$ cat src/hdl/ist_pkg.sv
// Shared types and codes for the integer set table.
// Used by every module of the block and by its checker; depends on nothing.
package ist_pkg;

  localparam int VALUE_W = 32;
  localparam int COUNT_W = 7;
  localparam int QUEUE_DEPTH = 2;

  // request operation codes
  localparam logic [1:0] FN_ADD      = 2'd0;
  localparam logic [1:0] FN_REMOVE   = 2'd1;
  localparam logic [1:0] FN_CONTAINS = 2'd2;

  // result status codes
  localparam logic [1:0] ST_DONE      = 2'd0;
  localparam logic [1:0] ST_PRESENT   = 2'd1;
  localparam logic [1:0] ST_NOT_FOUND = 2'd2;
  localparam logic [1:0] ST_FULL      = 2'd3;

  typedef struct packed {
    logic [1:0]                func;
    logic signed [VALUE_W-1:0] value;
  } req_t;

  typedef struct packed {
    logic [1:0]         status;
    logic [COUNT_W-1:0] entry_total;
  } rsp_t;

  // operation after decode in the front end
  typedef enum logic [1:0] {
    K_ADD      = 2'd0,
    K_REMOVE   = 2'd1,
    K_CONTAINS = 2'd2,
    K_NOP      = 2'd3
  } op_kind_t;

  typedef struct packed {
    op_kind_t                  kind;
    logic signed [VALUE_W-1:0] value;
  } cmd_t;

  // one slot as held in the slot memory
  typedef struct packed {
    logic                      valid;
    logic signed [VALUE_W-1:0] value;
  } slot_t;

endpackage

$ cat src/hdl/ist_front.sv
// Front end: takes request items, decodes the operation, holds one item
// until the command queue has room. Depends on ist_pkg.
module ist_front import ist_pkg::*; (
  input  logic clk,
  input  logic rst,
  input  logic push,
  input  req_t request,
  output logic full,
  input  logic clearing,
  input  logic q_full,
  output logic q_push,
  output cmd_t q_cmd
);

  logic hold_valid;
  cmd_t hold;
  logic accept;
  op_kind_t kind;

  assign q_push = hold_valid && !q_full;
  assign q_cmd  = hold;
  assign full   = clearing || (hold_valid && q_full);
  assign accept = push && !full;

  always_comb begin
    case (request.func)
      FN_ADD:      kind = K_ADD;
      FN_REMOVE:   kind = K_REMOVE;
      FN_CONTAINS: kind = K_CONTAINS;
      default:     kind = K_NOP;
    endcase
  end

  always_ff @(posedge clk) begin
    if (rst) begin
      hold_valid <= 1'b0;
    end else if (accept) begin
      hold_valid <= 1'b1;
    end else if (q_push) begin
      hold_valid <= 1'b0;
    end
  end

  always_ff @(posedge clk) begin
    if (accept) begin
      hold.kind  <= kind;
      hold.value <= request.value;
    end
  end

endmodule

$ cat src/hdl/ist_cmd_queue.sv
// Short command queue between the front end and the scan engine.
// Depends on ist_pkg.
module ist_cmd_queue import ist_pkg::*; (
  input  logic clk,
  input  logic rst,
  input  logic push,
  input  cmd_t din,
  output logic full,
  input  logic pop,
  output cmd_t dout,
  output logic empty
);

  localparam int PTR_W = (QUEUE_DEPTH > 1) ? $clog2(QUEUE_DEPTH) : 1;
  localparam int CNT_W = $clog2(QUEUE_DEPTH + 1);

  cmd_t             entries [QUEUE_DEPTH];
  logic [PTR_W-1:0] wr_ptr;
  logic [PTR_W-1:0] rd_ptr;
  logic [CNT_W-1:0] fill;
  logic             do_push;
  logic             do_pop;

  assign full    = (fill == CNT_W'(QUEUE_DEPTH));
  assign empty   = (fill == '0);
  assign do_push = push && !full;
  assign do_pop  = pop && !empty;
  assign dout    = entries[rd_ptr];

  always_ff @(posedge clk) begin
    if (rst) begin
      wr_ptr <= '0;
      rd_ptr <= '0;
      fill   <= '0;
    end else begin
      if (do_push) begin
        wr_ptr <= (wr_ptr == PTR_W'(QUEUE_DEPTH - 1)) ? '0 : wr_ptr + 1'b1;
      end
      if (do_pop) begin
        rd_ptr <= (rd_ptr == PTR_W'(QUEUE_DEPTH - 1)) ? '0 : rd_ptr + 1'b1;
      end
      if (do_push && !do_pop) begin
        fill <= fill + 1'b1;
      end else if (do_pop && !do_push) begin
        fill <= fill - 1'b1;
      end
    end
  end

  always_ff @(posedge clk) begin
    if (do_push) begin
      entries[wr_ptr] <= din;
    end
  end

endmodule

$ cat src/hdl/ist_scan_engine.sv
// Back end: slot memory, linear scan for match and first free slot,
// update, occupancy count and the result register. Depends on ist_pkg.
module ist_scan_engine import ist_pkg::*; #(
  parameter int CAPACITY = 64
) (
  input  logic clk,
  input  logic rst,
  input  logic q_empty,
  input  cmd_t q_cmd,
  output logic q_pop,
  output logic clearing,
  output logic empty,
  input  logic pop,
  output rsp_t result
);

  localparam int IDX_W = $clog2(CAPACITY);
  localparam logic [IDX_W-1:0] LAST_IDX = IDX_W'(CAPACITY - 1);

  typedef enum logic [5:0] {
    S_CLEAR = 6'b000001,
    S_IDLE  = 6'b000010,
    S_SCAN  = 6'b000100,
    S_LAST  = 6'b001000,
    S_APPLY = 6'b010000,
    S_REPLY = 6'b100000
  } state_t;

  state_t state;
  state_t state_next;

  slot_t            mem [CAPACITY];
  slot_t            rd_data;
  logic             rd_valid;
  logic [IDX_W-1:0] rd_idx;
  logic [IDX_W-1:0] addr;

  cmd_t             cur;
  logic             hit;
  logic [IDX_W-1:0] hit_idx;
  logic             free_found;
  logic [IDX_W-1:0] free_idx;
  logic [1:0]       res_status;
  logic [COUNT_W-1:0] count;
  logic             out_valid;
  rsp_t             out_data;

  logic             wr_en;
  logic [IDX_W-1:0] wr_addr;
  slot_t            wr_data;
  logic             out_load;

  assign clearing = (state == S_CLEAR);
  assign q_pop    = (state == S_IDLE) && !q_empty;
  assign empty    = !out_valid;
  assign result   = out_data;
  assign out_load = (state == S_REPLY) && (!out_valid || pop);

  // write port: clearing sweep, or the one update at the end of a scan
  always_comb begin
    wr_en   = 1'b0;
    wr_addr = addr;
    wr_data = '0;
    case (state)
      S_CLEAR: begin
        wr_en = 1'b1;
      end
      S_APPLY: begin
        if (cur.kind == K_ADD && !hit && free_found) begin
          wr_en         = 1'b1;
          wr_addr       = free_idx;
          wr_data.valid = 1'b1;
          wr_data.value = cur.value;
        end else if (cur.kind == K_REMOVE && hit) begin
          wr_en   = 1'b1;
          wr_addr = hit_idx;
        end
      end
      default: begin
      end
    endcase
  end

  always_comb begin
    state_next = state;
    case (state)
      S_CLEAR: if (addr == LAST_IDX) state_next = S_IDLE;
      S_IDLE:  if (!q_empty) state_next = S_SCAN;
      S_SCAN:  if (addr == LAST_IDX) state_next = S_LAST;
      S_LAST:  state_next = S_APPLY;
      S_APPLY: state_next = S_REPLY;
      S_REPLY: if (out_load) state_next = S_IDLE;
      default: state_next = S_CLEAR;
    endcase
  end

  // slot memory, registered read
  always_ff @(posedge clk) begin
    if (wr_en) begin
      mem[wr_addr] <= wr_data;
    end
    if (state == S_SCAN) begin
      rd_data <= mem[addr];
    end
  end

  always_ff @(posedge clk) begin
    if (rst) begin
      state     <= S_CLEAR;
      addr      <= '0;
      rd_valid  <= 1'b0;
      count     <= '0;
      out_valid <= 1'b0;
    end else begin
      state    <= state_next;
      rd_valid <= (state == S_SCAN);
      case (state)
        S_CLEAR, S_SCAN: addr <= (addr == LAST_IDX) ? '0 : addr + 1'b1;
        default:         addr <= '0;
      endcase
      if (state == S_APPLY) begin
        if (cur.kind == K_ADD && !hit && free_found) begin
          count <= count + 1'b1;
        end else if (cur.kind == K_REMOVE && hit) begin
          count <= count - 1'b1;
        end
      end
      if (out_load) begin
        out_valid <= 1'b1;
      end else if (pop) begin
        out_valid <= 1'b0;
      end
    end
  end

  // scan bookkeeping and result payload
  always_ff @(posedge clk) begin
    rd_idx <= addr;
    if (q_pop) begin
      cur        <= q_cmd;
      hit        <= 1'b0;
      free_found <= 1'b0;
    end else if (rd_valid) begin
      if (rd_data.valid && rd_data.value == cur.value && !hit) begin
        hit     <= 1'b1;
        hit_idx <= rd_idx;
      end
      if (!rd_data.valid && !free_found) begin
        free_found <= 1'b1;
        free_idx   <= rd_idx;
      end
    end
    if (state == S_APPLY) begin
      case (cur.kind)
        K_ADD:      res_status <= hit ? ST_PRESENT : (free_found ? ST_DONE : ST_FULL);
        K_REMOVE:   res_status <= hit ? ST_DONE : ST_NOT_FOUND;
        K_CONTAINS: res_status <= hit ? ST_PRESENT : ST_NOT_FOUND;
        default:    res_status <= ST_DONE;
      endcase
    end
    if (out_load) begin
      out_data.status      <= res_status;
      out_data.entry_total <= count;
    end
  end

endmodule

$ cat src/hdl/integer_set_table.sv
// Top level of the integer set table: front end, command queue, scan engine.
// Depends on ist_pkg, ist_front, ist_cmd_queue and ist_scan_engine.
//
// A set of up to CAPACITY signed 32-bit values. Each request item carries
// func (add, remove, contains; code 3 does nothing) and a value, and gives
// exactly one result item: a status (done, present/found, not found, full)
// and entry_total, the number of occupied slots after the request, modulo
// 128. Add stores into the lowest free slot. In the scan engine each request
// goes through a start state, a scan that reads every slot in turn through a
// single read port, a state for the last read data, an update state and a
// state that loads the result. Requests are worked one at a time; the front
// end and a two-entry queue take up to three more while one is scanned. A
// finished result waits in its own register; a new result loads only when
// that register is free, and the engine holds in its reply state until then.
// After reset a clearing pass writes every slot empty, one a cycle; full
// stays high during it.
module integer_set_table import ist_pkg::*; #(
  parameter int CAPACITY = 64
) (
  input  logic clk,
  input  logic rst,
  input  logic push,
  input  req_t request,
  output logic full,
  output logic empty,
  input  logic pop,
  output rsp_t result
);

  logic clearing;
  logic q_push;
  cmd_t q_in;
  logic q_full;
  logic q_pop;
  cmd_t q_out;
  logic q_empty;

  // accept and decode
  ist_front u_front (
    .clk      (clk),
    .rst      (rst),
    .push     (push),
    .request  (request),
    .full     (full),
    .clearing (clearing),
    .q_full   (q_full),
    .q_push   (q_push),
    .q_cmd    (q_in)
  );

  // decouples decode from the scan
  ist_cmd_queue u_queue (
    .clk   (clk),
    .rst   (rst),
    .push  (q_push),
    .din   (q_in),
    .full  (q_full),
    .pop   (q_pop),
    .dout  (q_out),
    .empty (q_empty)
  );

  // slot memory and linear scan
  ist_scan_engine #(
    .CAPACITY (CAPACITY)
  ) u_engine (
    .clk      (clk),
    .rst      (rst),
    .q_empty  (q_empty),
    .q_cmd    (q_out),
    .q_pop    (q_pop),
    .clearing (clearing),
    .empty    (empty),
    .pop      (pop),
    .result   (result)
  );

endmodule

$ cat config.mk
export PLATFORM = sky130hd
export DESIGN_NAME = integer_set_table
export DESIGN_NICKNAME = d
export VERILOG_FILES = /design/src/hdl/ist_pkg.sv /design/src/hdl/ist_front.sv /design/src/hdl/ist_cmd_queue.sv /design/src/hdl/ist_scan_engine.sv /design/src/hdl/integer_set_table.sv
export SDC_FILE = /design/constraint.sdc
export NUM_CORES = 2
export LEC_CHECK = 0
export BUFFER_PORTS_ARGS = -buffer_cell sky130_fd_sc_hd__buf_2
export CELL_PAD_IN_SITES_DETAIL_PLACEMENT = 0
export CELL_PAD_IN_SITES_GLOBAL_PLACEMENT = 1
export CORE_ASPECT_RATIO = 0.5
export CORE_MARGIN = 1.5
export CORE_UTILIZATION = 51
export CTS_CLUSTER_DIAMETER = 60
export DETAILED_ROUTE_END_ITERATION = 8
export GPL_TIMING_DRIVEN = 1
export PLACE_DENSITY = 0.82
export SYNTH_ARGS = -nofsm -noshare
export SYNTH_HDL_FRONTEND = slang
export SYNTH_HIERARCHICAL = 1
export SYNTH_SLANG_ARGS = --single-unit
$ cat constraint.sdc
create_clock -name clk -period 5.33 [get_ports clk]
set_input_delay 0.2665 -clock clk [delete_from_list [all_inputs] [get_ports clk]]
set_output_delay 0.2665 -clock clk [all_outputs]
set_load 0.01 [all_outputs]
==> metrics.cfg <==
[place]
pre_cts_slack_ns=0.910
portBuffers=48
dp_hpwl_um=124000
placed_area_mm2=0.0924
routabilityCongestion=0.857
dp.cells=6136

[timing]
hold_viol_final=0
setup_viol=0
worst_pin_slew_ns=1.30
rsz0062_at_grt=false
fin_crit_ns=4.49
fin_skew_ns=0.0311
post-route-period-util=0.843
fin_ws_ns=0.836
max_freq_mhz=223
slew_headroom=0.131
tns_ns=0
report.final.slew_viol_count=0

[global_routing]
grtUsageTotal=0.245
gr-total-overflow=0
grt_start_max_net_pins=87
grt_antenna_before_repair=7
grt_pass1_wl_um=305000
grt_pass1_vias=42300

[route]
num_vias=42400
drt_iter0_markers=6600
finalWirelength_um=214000
viasPerCell=6.49
drc=0
wl_per_cell_um=32.8
ant_nets=0
first_pass_iters=6

[power]
combinationalPowerShare=0.051
switching_share=0.210
internal_power_mw=28.0
seq_power_share=0.566
p_sw_mw=7.43
clockPowerShare=0.383
p_per_area_mw_per_mm2=359
leakagePower_nw=30.9
ir_worst_vdd_mv=0.324

[clocking]
cts-resized-gates=0
cts_root_buf=clkbuf_16
clock_latency_ns=0.84
clk_pin_slew_ns=0.07
numCtsBuffers=196
cts_tree=built
clockBufferDepth=3
post_cts_buffers=0
hold_buffers=39
h-tree-depth=4
clkSinkCount=2339

[critical_path]
end_kind=register
rr_startpoint=u_engine/state[5]$_SDFFE_PP0P_
cp.required_ns=5.85
r2r-end=u_engine/mem[36][17]$_DFFE_PP_
crit_path_max_fanout=24
r2r_slack_ns=0.84
worst-setup-path-type=reg -> reg
reg2reg_depth=6
startpoint=u_engine/state[5]$_SDFFE_PP0P_
critical_path.endpoint=u_engine/mem[36][17]$_DFFE_PP_
critPathLaunchType=register
critPathArrivalTime_ns=5.02

[finish]
syn_to_final_growth_pct=11.8
layout.nets=4130
final_cell_mix=2304 x edfxtp_1, 528 x mux4_2, 200 x clkbuf_16
mostFrequentLayoutCell=edfxtp_1
fin_cells=6529
final_cell_area_mm2=0.0987
drive_above_1_share=0.274

[die]
io_pins=49
core_area_mm2=0.171
rows=107
initial_core_util=0.516
dieHeight_um=297
fp.dieW_um=591
dieArea_mm2=0.176

[synth]
syn_area_mm2=0.0883
synth.net_count=3910
synth_cell_type_count=62
async_flop_share=0
synth_edf_count=2304
ys_seq_elements=2339
yosysWarnings=6
synth_cells=3864
ys.flop_type=edfxtp_1
avgSynthCellArea_um2=22.9
seq_area_frac_synth=0.791

[status]
run_status=finished, final reports clean

[min_path]
hp-start=request[8]
min_path_type=in -> reg

[job]
cap_violations=0

how the worst min path moves through the flow:
stage               slack, ns  cells past startpoint                               to
global route             0.12                      2      u_front/q_cmd[24]$_DFFE_PP_
global placement         0.40                      0   u_engine/free_idx[5]$_DFFE_PP_
CTS                      0.09                      2       u_front/q_cmd[8]$_DFFE_PP_
floorplan                0.33                      1  u_front/hold_valid$_SDFFE_PP0P_
finish                   0.13                      2       u_front/q_cmd[8]$_DFFE_PP_
detailed placement       0.41                      0   u_engine/free_idx[4]$_DFFE_PP_
critical path, stage by stage (launching register included):
cell	delay, ns
dfxtp_1	0.35
or4_1	0.72
a2111oi_4	0.96
mux2i_1	0.59
nand3_1	0.41
nor2_4	0.79
buf_4	0.34
state kept, by name, summed over array words and instances, names as in the netlist, 2 cells and up, named ones only:
signal               count
u_engine/addr            6
u_engine/count           7
u_engine/cur            34
u_engine/free_idx        6
u_engine/hit_idx         6
u_engine/mem          2112
u_engine/rd_data        33
u_engine/rd_idx          6
u_engine/res_status      2
u_engine/result          9
u_engine/state           6
u_front/q_cmd           34
u_queue/entries         68
u_queue/fill             2
cell families (layout without fill, tap and decap cells):
kind of cell / count (synthesis) / count (layout) / share of synthesized area
mux: 580 / 580 / 0.141
flops: 2339 / 2339 / 0.791
simple gates: 259 / 259 / 0.0155
buf+inv: 225 / 599 / 0.0109
other cells: 0 / 2 / 0
xor+xnor: 44 / 44 / 0.00436
fa+ha+maj: 8 / 8 / 0.00122
compound gates: 409 / 409 / 0.0354
Yosys cell counts, types with 10 or more instances:
| cell type | count | area [µm²] |
|---|---|---|
| edfxtp_1 | 2304 | 69200 |
| mux4_2 | 528 | 11900 |
| a22oi_1 | 132 | 991 |
| clkbuf_1 | 132 | 495 |
| nor2_1 | 101 | 379 |
| a21oi_1 | 79 | 395 |
| a221oi_1 | 66 | 578 |
| a22o_1 | 66 | 578 |
| buf_2 | 51 | 255 |
| mux2_2 | 40 | 450 |
| dfxtp_1 | 35 | 701 |
| and2_1 | 34 | 213 |
| xnor2_1 | 34 | 298 |
| o221ai_1 | 33 | 289 |
| nor3_1 | 30 | 150 |
| buf_1 | 24 | 90.1 |
| nand2_1 | 19 | 71.3 |
| nor3_2 | 12 | 120 |
| o21ai_0 | 11 | 55.1 |
| inv_1 | 10 | 37.5 |
| mux2i_1 | 10 | 100 |
| xor2_1 | 10 | 87.6 |
metal layers:
layer  up-vias  track usage  wire [µm]
met5         -            0          0
met2      2586        0.366      98600
met4         0       0.0721       6060
met1     22500        0.353      81700
li1      17000            -          -
met3       310       0.0707      27500
final cells by class:
cell class	count	area (µm²)
timing repair buffer	237	2010
sequential	2339	69900
fill	11700	72400
inverter	10	37.5
multi-input combinational	1300	18000
antenna	2	5.00
tap	2289	2860
clock inverter	97	694
clock buffer	255	5210
per-stage QoR:
stage	total power, mW	util	hold slack, ns
6_report	35.4	0.577	0.131
5_1_grt	36.3	0.577	0.123
4_1_cts	35.5	0.577	0.0872
3_5_place_dp	22.2	0.540	0.415
3_3_place_gp	22.2	0.540	0.404
2_1_floorplan	21.6	-	0.329
power by group through the flow:
| stage | Sequential, mW | Clock [mW] | Combinational (mW) |
|---|---|---|---|
| after floorplan | 20.4 | 0 | 1.16 |
| after global placement | 20.4 | 0 | 1.74 |
| after detailed placement | 20.4 | 0 | 1.76 |
| after CTS | 20.1 | 13.7 | 1.80 |
| after global routing | 20.0 | 14.3 | 1.88 |
| final | 20.0 | 13.6 | 1.80 |
No activity file was read; power rests on OpenSTA's default activity.
